File: src/hw/rtl/rtpl_pkg.sv
`timescale 1ns / 1ps
`default_nettype none
// ----------------------------------------------------------------------------
// rtpl_pkg
// Shared widths, constants, types and helpers of the resonant two-pole lowpass.
// ----------------------------------------------------------------------------
package rtpl_pkg;

   localparam int CHANNELS = 8;

   localparam int SMP_W   = 24;
   localparam int CH_W    = 3;
   localparam int ST_W    = 26;
   localparam int COEF_W  = 17;
   localparam int GAIN_W  = 16;
   localparam int IDX_W   = 8;
   localparam int DATA_W  = 17;
   localparam int DIFF_W  = ST_W + 1;
   localparam int MB_W    = COEF_W + 1;
   localparam int PROD_W  = DIFF_W + MB_W;
   localparam int ACC_W   = PROD_W + 1;

   localparam logic [IDX_W-1:0] REG_CUTOFF_COEF    = IDX_W'(0);
   localparam logic [IDX_W-1:0] REG_RESONANCE_GAIN = IDX_W'(1);

   localparam logic [COEF_W-1:0] COEF_ONE       = COEF_W'(65536);
   localparam logic [COEF_W-1:0] COEF_RESET     = COEF_W'(32768);
   localparam logic [GAIN_W-1:0] GAIN_RESET     = '0;
   localparam logic signed [ST_W-1:0] FIRST_RESET  = ST_W'(12583);
   localparam logic signed [ST_W-1:0] SECOND_RESET = -ST_W'(5620);

   localparam logic signed [ACC_W-1:0] RND_FB   = ACC_W'(2048);
   localparam logic signed [ACC_W-1:0] RND_POLE = ACC_W'(32768);
   localparam int FB_SHIFT   = 12;
   localparam int POLE_SHIFT = 16;

   localparam logic signed [ACC_W-1:0] SMP_MAX_WIDE =
      {{(ACC_W-SMP_W+1){1'b0}}, {(SMP_W-1){1'b1}}};
   localparam logic signed [ACC_W-1:0] SMP_MIN_WIDE =
      {{(ACC_W-SMP_W+1){1'b1}}, {(SMP_W-1){1'b0}}};

   typedef enum logic [2:0] {
      OP_NONE,
      OP_LOAD,
      OP_MUL_FB,
      OP_SUM,
      OP_MUL1,
      OP_LP1,
      OP_MUL2,
      OP_LP2
   } op_type;

   typedef struct packed {
      op_type op;
   } cmd_type;

   function automatic logic signed [SMP_W-1:0] clamp_sample(
      input logic signed [ACC_W-1:0] v);
      logic signed [SMP_W-1:0] r;
      if (v > SMP_MAX_WIDE) begin
         r = SMP_MAX_WIDE[SMP_W-1:0];
      end else if (v < SMP_MIN_WIDE) begin
         r = SMP_MIN_WIDE[SMP_W-1:0];
      end else begin
         r = v[SMP_W-1:0];
      end
      return r;
   endfunction

endpackage
`default_nettype wire

File: src/hw/rtl/rtpl_req_if.sv
`timescale 1ns / 1ps
`default_nettype none
// ----------------------------------------------------------------------------
// rtpl_req_if
// Input sample channel: one audio sample tagged with its channel per item.
// ----------------------------------------------------------------------------
interface rtpl_req_if import rtpl_pkg::*; ();
   logic                    valid;
   logic                    ready;
   logic signed [SMP_W-1:0] sample_in;
   logic [CH_W-1:0]         channel_in;

   modport source (output valid, output sample_in, output channel_in, input ready);
   modport sink (input valid, input sample_in, input channel_in, output ready);
endinterface
`default_nettype wire

File: src/hw/rtl/rtpl_rsp_if.sv
`timescale 1ns / 1ps
`default_nettype none
// ----------------------------------------------------------------------------
// rtpl_rsp_if
// Result channel: one filtered sample and its channel per item.
// ----------------------------------------------------------------------------
interface rtpl_rsp_if import rtpl_pkg::*; ();
   logic                    valid;
   logic                    ready;
   logic signed [SMP_W-1:0] sample_out;
   logic [CH_W-1:0]         channel_out;

   modport source (output valid, output sample_out, output channel_out, input ready);
   modport sink (input valid, input sample_out, input channel_out, output ready);
endinterface
`default_nettype wire

File: src/hw/rtl/rtpl_csr_if.sv
`timescale 1ns / 1ps
`default_nettype none
// ----------------------------------------------------------------------------
// rtpl_csr_if
// Register write channel: register index and write data.
// ----------------------------------------------------------------------------
interface rtpl_csr_if import rtpl_pkg::*; ();
   logic              valid;
   logic              ready;
   logic [IDX_W-1:0]  index;
   logic [DATA_W-1:0] data;

   modport source (output valid, output index, output data, input ready);
   modport sink (input valid, input index, input data, output ready);
endinterface
`default_nettype wire

File: src/hw/rtl/rtpl_ctrl.sv
`timescale 1ns / 1ps
`default_nettype none
// ----------------------------------------------------------------------------
// rtpl_ctrl
// Sequencer that steps the datapath through one sample and owns the handshakes.
// ----------------------------------------------------------------------------
module rtpl_ctrl import rtpl_pkg::*; (
   input  logic    clock,
   input  logic    reset,
   input  logic    req_valid,
   output logic    req_ready,
   output logic    rsp_valid,
   input  logic    rsp_ready,
   output cmd_type cmd
);

   typedef enum logic [2:0] {
      ST_IDLE,
      ST_MUL_FB,
      ST_SUM,
      ST_MUL1,
      ST_LP1,
      ST_MUL2,
      ST_LP2
   } state_type;

   state_type state_ff, state_in;
   logic      rsp_valid_ff, rsp_valid_in;
   logic      out_free;

   assign out_free  = !rsp_valid_ff || rsp_ready;
   assign req_ready = (state_ff == ST_IDLE);
   assign rsp_valid = rsp_valid_ff;

   always_comb begin
      state_in     = state_ff;
      rsp_valid_in = rsp_valid_ff && !rsp_ready;
      cmd.op       = OP_NONE;
      case (state_ff)
         ST_IDLE: begin
            if (req_valid) begin
               cmd.op   = OP_LOAD;
               state_in = ST_MUL_FB;
            end
         end
         ST_MUL_FB: begin
            cmd.op   = OP_MUL_FB;
            state_in = ST_SUM;
         end
         ST_SUM: begin
            cmd.op   = OP_SUM;
            state_in = ST_MUL1;
         end
         ST_MUL1: begin
            cmd.op   = OP_MUL1;
            state_in = ST_LP1;
         end
         ST_LP1: begin
            cmd.op   = OP_LP1;
            state_in = ST_MUL2;
         end
         ST_MUL2: begin
            cmd.op   = OP_MUL2;
            state_in = ST_LP2;
         end
         ST_LP2: begin
            if (out_free) begin
               cmd.op       = OP_LP2;
               rsp_valid_in = 1'b1;
               state_in     = ST_IDLE;
            end
         end
         default: begin
            state_in = ST_IDLE;
         end
      endcase
   end

   always_ff @(posedge clock) begin
      if (reset) begin
         state_ff     <= ST_IDLE;
         rsp_valid_ff <= 1'b0;
      end else begin
         state_ff     <= state_in;
         rsp_valid_ff <= rsp_valid_in;
      end
   end

endmodule
`default_nettype wire

File: src/hw/rtl/rtpl_dp.sv
`timescale 1ns / 1ps
`default_nettype none
// ----------------------------------------------------------------------------
// rtpl_dp
// Datapath: per-channel filter state, registers, one shared multiplier.
// ----------------------------------------------------------------------------
module rtpl_dp import rtpl_pkg::*; (
   input  logic                    clock,
   input  logic                    reset,
   input  cmd_type                 cmd,
   input  logic signed [SMP_W-1:0] sample_in,
   input  logic [CH_W-1:0]         channel_in,
   input  logic                    csr_write,
   input  logic [IDX_W-1:0]        csr_index,
   input  logic [DATA_W-1:0]       csr_data,
   output logic signed [SMP_W-1:0] sample_out,
   output logic [CH_W-1:0]         channel_out
);

   logic [COEF_W-1:0]        cutoff_ff;
   logic [GAIN_W-1:0]        gain_ff;

   logic signed [ST_W-1:0]   first_mem_ff  [CHANNELS];
   logic signed [ST_W-1:0]   second_mem_ff [CHANNELS];
   logic signed [ST_W-1:0]   fb_mem_ff     [CHANNELS];

   logic signed [SMP_W-1:0]  x_ff;
   logic [CH_W-1:0]          ch_ff;
   logic                     bypass_ff;
   logic signed [MB_W-1:0]   c_ff;
   logic signed [ST_W-1:0]   first_ff;
   logic signed [ST_W-1:0]   second_ff;
   logic signed [ST_W-1:0]   fb_ff;
   logic signed [ST_W-1:0]   acc_ff, acc_in;
   logic signed [PROD_W-1:0] prod_ff, prod_in;
   logic signed [SMP_W-1:0]  sample_out_ff;
   logic [CH_W-1:0]          channel_out_ff;

   logic signed [DIFF_W-1:0] mul_a;
   logic signed [MB_W-1:0]   mul_b;
   logic signed [ACC_W-1:0]  prod_wide;
   logic signed [ACC_W-1:0]  fb_round;
   logic signed [ACC_W-1:0]  sum_wide;
   logic signed [ACC_W-1:0]  pole_base;
   logic signed [ACC_W-1:0]  pole_wide;
   logic signed [ST_W-1:0]   pole_out;
   logic [COEF_W-1:0]        c_eff;

   assign sample_out  = sample_out_ff;
   assign channel_out = channel_out_ff;

   assign c_eff = (cutoff_ff > COEF_ONE) ? COEF_ONE : cutoff_ff;

   always_comb begin
      case (cmd.op)
         OP_MUL_FB: begin
            mul_a = DIFF_W'(fb_ff);
            mul_b = $signed({{(MB_W-GAIN_W){1'b0}}, gain_ff});
         end
         OP_MUL1: begin
            mul_a = DIFF_W'(acc_ff) - DIFF_W'(first_ff);
            mul_b = c_ff;
         end
         default: begin
            mul_a = DIFF_W'(acc_ff) - DIFF_W'(second_ff);
            mul_b = c_ff;
         end
      endcase
   end

   assign prod_in   = PROD_W'(mul_a) * PROD_W'(mul_b);
   assign prod_wide = ACC_W'(prod_ff);
   assign fb_round  = (prod_wide + RND_FB) >>> FB_SHIFT;
   assign sum_wide  = ACC_W'(x_ff) + fb_round;

   always_comb begin
      if (cmd.op == OP_LP1) begin
         pole_base = ACC_W'(first_ff) <<< POLE_SHIFT;
      end else begin
         pole_base = ACC_W'(second_ff) <<< POLE_SHIFT;
      end
      pole_wide = (pole_base + prod_wide + RND_POLE) >>> POLE_SHIFT;
      pole_out  = pole_wide[ST_W-1:0];
      if (cmd.op == OP_SUM) begin
         acc_in = ST_W'(clamp_sample(sum_wide));
      end else begin
         acc_in = pole_out;
      end
   end

   always_ff @(posedge clock) begin
      if (reset) begin
         cutoff_ff <= COEF_RESET;
         gain_ff   <= GAIN_RESET;
      end else if (csr_write) begin
         if (csr_index == REG_CUTOFF_COEF) begin
            cutoff_ff <= csr_data[COEF_W-1:0];
         end else if (csr_index == REG_RESONANCE_GAIN) begin
            gain_ff <= csr_data[GAIN_W-1:0];
         end
      end
   end

   always_ff @(posedge clock) begin
      if (reset) begin
         for (int k = 0; k < CHANNELS; k++) begin
            first_mem_ff[k]  <= FIRST_RESET;
            second_mem_ff[k] <= SECOND_RESET;
            fb_mem_ff[k]     <= '0;
         end
      end else if (cmd.op == OP_LP2 && !bypass_ff) begin
         first_mem_ff[ch_ff]  <= acc_ff;
         second_mem_ff[ch_ff] <= pole_out;
         fb_mem_ff[ch_ff]     <= acc_ff - pole_out;
      end
   end

   always_ff @(posedge clock) begin
      case (cmd.op)
         OP_LOAD: begin
            x_ff      <= sample_in;
            ch_ff     <= channel_in;
            bypass_ff <= (32'(channel_in) >= 32'(CHANNELS));
            c_ff      <= $signed({1'b0, c_eff});
            first_ff  <= first_mem_ff[channel_in];
            second_ff <= second_mem_ff[channel_in];
            fb_ff     <= fb_mem_ff[channel_in];
         end
         OP_MUL_FB, OP_MUL1, OP_MUL2: begin
            prod_ff <= prod_in;
         end
         OP_SUM, OP_LP1: begin
            acc_ff <= acc_in;
         end
         OP_LP2: begin
            channel_out_ff <= ch_ff;
            if (bypass_ff) begin
               sample_out_ff <= x_ff;
            end else begin
               sample_out_ff <= clamp_sample(ACC_W'(pole_out));
            end
         end
         default: begin
         end
      endcase
   end

endmodule
`default_nettype wire

File: src/hw/rtl/resonant_two_pole_lowpass.sv
`timescale 1ns / 1ps
`default_nettype none
// ----------------------------------------------------------------------------
// resonant_two_pole_lowpass
// Resonant two-pole lowpass filter with per-channel state for eight channels.
// ----------------------------------------------------------------------------
// The req_bus channel takes one Q1.23 sample tagged with a channel index per
// item; the rsp_bus channel returns the filtered sample and the same channel.
// The csr_bus channel writes cutoff_coef (index 0) and resonance_gain
// (index 1); it is always ready and other indexes are ignored.
// Each item runs through a six-step sequence on one shared multiplier: the
// feedback product, the clamped sum, and a product and a rounding step for
// each of the two one-pole stages. A result is presented once the last step
// has run, and no new item is taken until the previous item has finished
// that sequence.
// The result sits in an output register, so the next item is accepted while
// a result still waits. If the receiver stalls, the following item holds in
// its last step until the output register frees up, and no new item is taken.
// Reset clears the handshakes, restores the register defaults and loads the
// start values of every channel's filter state in the same cycle.
// ----------------------------------------------------------------------------
module resonant_two_pole_lowpass import rtpl_pkg::*; (
   input  logic       clock,
   input  logic       reset,
   rtpl_req_if.sink   req_bus,
   rtpl_rsp_if.source rsp_bus,
   rtpl_csr_if.sink   csr_bus
);

   cmd_type cmd;

   assign csr_bus.ready = 1'b1;

   rtpl_ctrl u_ctrl (
      .clock     (clock),
      .reset     (reset),
      .req_valid (req_bus.valid),
      .req_ready (req_bus.ready),
      .rsp_valid (rsp_bus.valid),
      .rsp_ready (rsp_bus.ready),
      .cmd       (cmd)
   );

   rtpl_dp u_dp (
      .clock       (clock),
      .reset       (reset),
      .cmd         (cmd),
      .sample_in   (req_bus.sample_in),
      .channel_in  (req_bus.channel_in),
      .csr_write   (csr_bus.valid),
      .csr_index   (csr_bus.index),
      .csr_data    (csr_bus.data),
      .sample_out  (rsp_bus.sample_out),
      .channel_out (rsp_bus.channel_out)
   );

endmodule
`default_nettype wire
File: src/flat_wrapper.sv
// flat-port wrapper written by rule: the top's interface ports become plain ports
module resonant_two_pole_lowpass_flat import rtpl_pkg::*;
  (clock, reset, req_bus_valid, req_bus_sample_in, req_bus_channel_in, req_bus_ready, rsp_bus_valid, rsp_bus_sample_out, rsp_bus_channel_out, rsp_bus_ready, csr_bus_valid, csr_bus_index, csr_bus_data, csr_bus_ready);
  rtpl_req_if req_bus_i ();
  rtpl_rsp_if rsp_bus_i ();
  rtpl_csr_if csr_bus_i ();
  input  logic clock;
  input  logic reset;
  input wire logic [$bits(req_bus_i.valid)-1:0] req_bus_valid;
  input wire logic [$bits(req_bus_i.sample_in)-1:0] req_bus_sample_in;
  input wire logic [$bits(req_bus_i.channel_in)-1:0] req_bus_channel_in;
  output wire logic [$bits(req_bus_i.ready)-1:0] req_bus_ready;
  output wire logic [$bits(rsp_bus_i.valid)-1:0] rsp_bus_valid;
  output wire logic [$bits(rsp_bus_i.sample_out)-1:0] rsp_bus_sample_out;
  output wire logic [$bits(rsp_bus_i.channel_out)-1:0] rsp_bus_channel_out;
  input wire logic [$bits(rsp_bus_i.ready)-1:0] rsp_bus_ready;
  input wire logic [$bits(csr_bus_i.valid)-1:0] csr_bus_valid;
  input wire logic [$bits(csr_bus_i.index)-1:0] csr_bus_index;
  input wire logic [$bits(csr_bus_i.data)-1:0] csr_bus_data;
  output wire logic [$bits(csr_bus_i.ready)-1:0] csr_bus_ready;
  assign req_bus_i.valid = req_bus_valid;
  assign req_bus_i.sample_in = req_bus_sample_in;
  assign req_bus_i.channel_in = req_bus_channel_in;
  assign req_bus_ready = req_bus_i.ready;
  assign rsp_bus_valid = rsp_bus_i.valid;
  assign rsp_bus_sample_out = rsp_bus_i.sample_out;
  assign rsp_bus_channel_out = rsp_bus_i.channel_out;
  assign rsp_bus_i.ready = rsp_bus_ready;
  assign csr_bus_i.valid = csr_bus_valid;
  assign csr_bus_i.index = csr_bus_index;
  assign csr_bus_i.data = csr_bus_data;
  assign csr_bus_ready = csr_bus_i.ready;
  resonant_two_pole_lowpass u_core (.clock(clock), .reset(reset), .req_bus(req_bus_i), .rsp_bus(rsp_bus_i), .csr_bus(csr_bus_i));
endmodule
File: config.mk
export PLATFORM = sky130hd
export DESIGN_NAME = resonant_two_pole_lowpass_flat
export DESIGN_NICKNAME = d
export VERILOG_FILES = /design/src/hw/rtl/rtpl_pkg.sv /design/src/hw/rtl/rtpl_req_if.sv /design/src/hw/rtl/rtpl_rsp_if.sv /design/src/hw/rtl/rtpl_csr_if.sv /design/src/hw/rtl/rtpl_ctrl.sv /design/src/hw/rtl/rtpl_dp.sv /design/src/hw/rtl/resonant_two_pole_lowpass.sv /design/src/flat_wrapper.sv
export SDC_FILE = /design/constraint.sdc
export NUM_CORES = 2
export LEC_CHECK = 0
export BUFFER_PORTS_ARGS = -buffer_cell sky130_fd_sc_hd__buf_2
export CORE_MARGIN = 4
export CORE_UTILIZATION = 40
export DETAILED_ROUTE_END_ITERATION = 16
export SETUP_SLACK_MARGIN = 0.4
export SLEW_MARGIN = 30
export SYNTH_ARGS = -nofsm -noshare
export SYNTH_HDL_FRONTEND = slang
export SYNTH_HIERARCHICAL = 1
export SYNTH_SLANG_ARGS = --single-unit
File: constraint.sdc
create_clock -name clock -period 11.4 [get_ports clock]
set_input_delay 1.14 -clock clock [delete_from_list [all_inputs] [get_ports clock]]
set_output_delay 1.14 -clock clock [all_outputs]
set_load 0.01 [all_outputs]
==> results_dict.tcl <==
set metrics [dict create \
    critPathTopFamily "adder cells" \
    dp.cells 6952 \
    crit_buf_inv 9 \
    fin_cells 7121 \
    synth-main-ff-cell "edfxtp_1" \
    firstDrtPassIters 6 \
    cts_hold_buf 0 \
    use_met3 0.0425 \
    slew_viol_final 0 \
    hp-class "register to register" \
    die_x_um 392 \
    core.rowCount 140 \
    drt_iter0_markers 4475 \
    grt_max_degree 87 \
    numCtsBuffers 94 \
    syn_inst 5047 \
    totalWireLength_mm 182 \
    fin_area_um2 65500 \
    crit_slowest_cell "a2111oi_1" \
    drv_cap 0 \
    start_kind "input pin" \
    cts_sinks 870 \
    fillers 13400 \
    hold_violations 0 \
    critPathCaptureType "register" \
    clk_path_buf_depth 3 \
    tritoncts "yes" \
    num_vias 40300 \
    grt_pass1_wl_mm 269 \
    clkTransAtPathRegs_ns 0.06 \
    grt_most_used_layer "met2" \
    cp_data_arrival_time_ns 11.02 \
    cp.required_ns 11.84 \
    hpwl_mm 128 \
    place_area_um2 62400 \
    path_common_cell "fa_1" \
    post-route-period-util 0.929 \
    place_congestion 0.958 \
    clock_latency_ns 0.74 \
    met1_usage 0.329 \
    status "complete, no violations" \
    grt_overflow 0 \
    boundaryPins 87 \
    final_core_util 0.448 \
    cp_max_fo 16 \
    syn-num-nets 5768 \
    layout-drive-gt1-share 0.150 \
    critPathMaxStageDelay_ns 0.56 \
    drc_errors 0 \
    cts_max_level 3 \
    crit_type "input pin to register" \
    final_antenna_net_count 0 \
    layout.nets 5853 \
    vias_per_cell 5.66 \
    grt_pass1_vias 40800 \
    setup-violations-final 0 \
    post_cts_buffers 0 \
    root_buffer "clkbuf_16" \
    synth_edf_count 833 \
    yosysUniqueCellTypes 108 \
    clock_skew_ns 0.0528 \
    die_h_um 392 \
    grt.total_usage 0.237 \
    yosys_warnings 6 \
    slew_headroom 0.312 \
    antenna_found_initial 8 \
    max_freq_ghz 0.0945 \
    fin_crit_ns 10.59 \
    async_flop_share 0 \
    use_met2 0.380 \
    rsz0062_at_grt "no" \
    syn_avg_cell_area_um2 11.7 \
    dieArea_um2 154000 \
    setup_tns_ns 0 \
    coreArea_um2 146000 \
    start_util 0.404 \
    ys_ff_latch 870 \
    yosysSeqAreaShare 0.436 \
    synth_area_um2 59000 \
    worst_pin_slew_ns 1.03 \
    wire_per_inst_um 25.5 \
    area_growth_pct 10.9 \
    port-buffer-count 85 \
]
==> stage by stage <==
stage	hold WS [ns]	setup WS (ns)
2_1_floorplan	0.440	0.514
3_3_place_gp	0.501	0.123
3_5_place_dp	0.505	-0.0922
4_1_cts	0.519	0.483
5_1_grt	0.556	0.420
6_report	0.518	0.813
==> metal layers <==
metal	vias up	share of wire
met1	20700	0.41
met3	272	0.091
met5	-	0.000072
met2	1755	0.47
met4	2	0.032
li1	17600	-
==> cell usage after synthesis, types with 56 or more instances <==
master | number | area share
nand2_1 | 527 | 0.034
and3_1 | 144 | 0.015
xnor2_1 | 105 | 0.016
mux2_2 | 106 | 0.020
nand2b_1 | 56 | 0.0059
mux2i_1 | 81 | 0.014
a22o_1 | 57 | 0.0085
a21oi_1 | 129 | 0.011
inv_1 | 552 | 0.035
and2_1 | 69 | 0.0073
clkbuf_1 | 221 | 0.014
fa_1 | 448 | 0.15
mux4_2 | 156 | 0.060
nor2_1 | 576 | 0.037
edfxtp_1 | 833 | 0.42
ha_1 | 216 | 0.046
==> tightest hold or removal path, stage by stage, from the launching register on <==
cell     delay, ns
dfxtp_1       0.34
mux2i_1       0.07
nor2_1        0.07
==> cells by family after synthesis <==
kind of cell    after synthesis  synth area share
simple gates               1632             0.126
mux                         343            0.0935
buf+inv                     833            0.0549
flops                       870             0.436
fa+ha+maj                   664             0.198
compound gates              546            0.0680
xor+xnor                    158            0.0234
other cells                   1         0.0000635
==> placed cells by master, fill, tap and decap left out, types with 10 or more instances in the layout <==
cell type  synthesis  final
clkbuf_16          0     94
and3_1           144    142
fa_1             448    447
a22o_1            57     57
buf_2              9     82
buf_4              6    175
a2bb2oi_2         20     20
xnor2_1          105     99
mux2i_1           81     77
edfxtp_1         833    833
nand4_1           17     17
xor2_1            53     45
nand3_1           47     44
o31ai_1           12     10
o21ai_1           10     10
or3_1             34     34
mux2_2           106    106
and2_1            69     67
nor2_1           576    572
a21oi_1          129    126
nand2_1          527    526
o21bai_1          16     16
nand2b_1          56     47
a211oi_1          10     10
ha_1             216    216
clkbuf_1         221     18
mux4_2           156    156
clkinv_1           2     23
inv_1            552    552
o21a_1            37     37
a22oi_1           20     20
nor3_1            49     45
a31oi_1           14     14
nor2b_1           51     49
a21o_1            49     49
o21ai_0           53     52
o22ai_1           26     26
dfxtp_1           37     34
==> cell type report <==
class	count	area (µm²)	area share
sequential	870	25800	0.394
tap	1917	2400	0.0366
inverter	555	2080	0.0318
clock inverter	51	495	0.00757
antenna	2	5.00	0.0000765
timing repair buffer	267	1900	0.0290
multi-input combinational	3344	30400	0.464
clock buffer	115	2450	0.0374
==> sequential cells by signal, indices dropped and copies added (netlist names), 24 cells and up <==
register,flops
u_core/u_dp/fb_mem_ff,208
u_core/u_dp/acc_ff,26
u_core/u_dp/first_ff,26
u_core/u_dp/first_mem_ff,208
u_core/u_dp/second_mem_ff,208
u_core/u_dp/second_ff,26
u_core/u_dp/sample_out,24
u_core/u_dp/x_ff,24
u_core/u_dp/fb_ff,26
u_core/u_dp/prod_ff,34
==> what timing repair did <==
action                     in CTS  in global routing
setup endpoints to repair       0                 12
resized for setup               0                 17
hold endpoints to repair        0                  0
==> worst paths after layout <==
check	startpoint	to	slack, ns	cells past startpoint
worst max-delay path	rsp_bus_ready	u_core/u_dp/prod_ff[44]$_DFFE_PP_	0.81	40
worst min-delay path	u_core/u_dp/cutoff_ff[1]$_SDFFE_PP0P_	u_core/u_dp/cutoff_ff[1]$_SDFFE_PP0P_	0.52	2
worst max register to register	u_core/u_ctrl/state_ff[2]$_SDFFE_PP0P_	u_core/u_dp/prod_ff[44]$_DFFE_PP_	0.88	39
worst min register to register	u_core/u_dp/cutoff_ff[1]$_SDFFE_PP0P_	u_core/u_dp/cutoff_ff[1]$_SDFFE_PP0P_	0.52	2
Power is left out: the tool's default activity adds up to more than one toggle a clock period on the data nets, which glitch-free logic cannot reach.
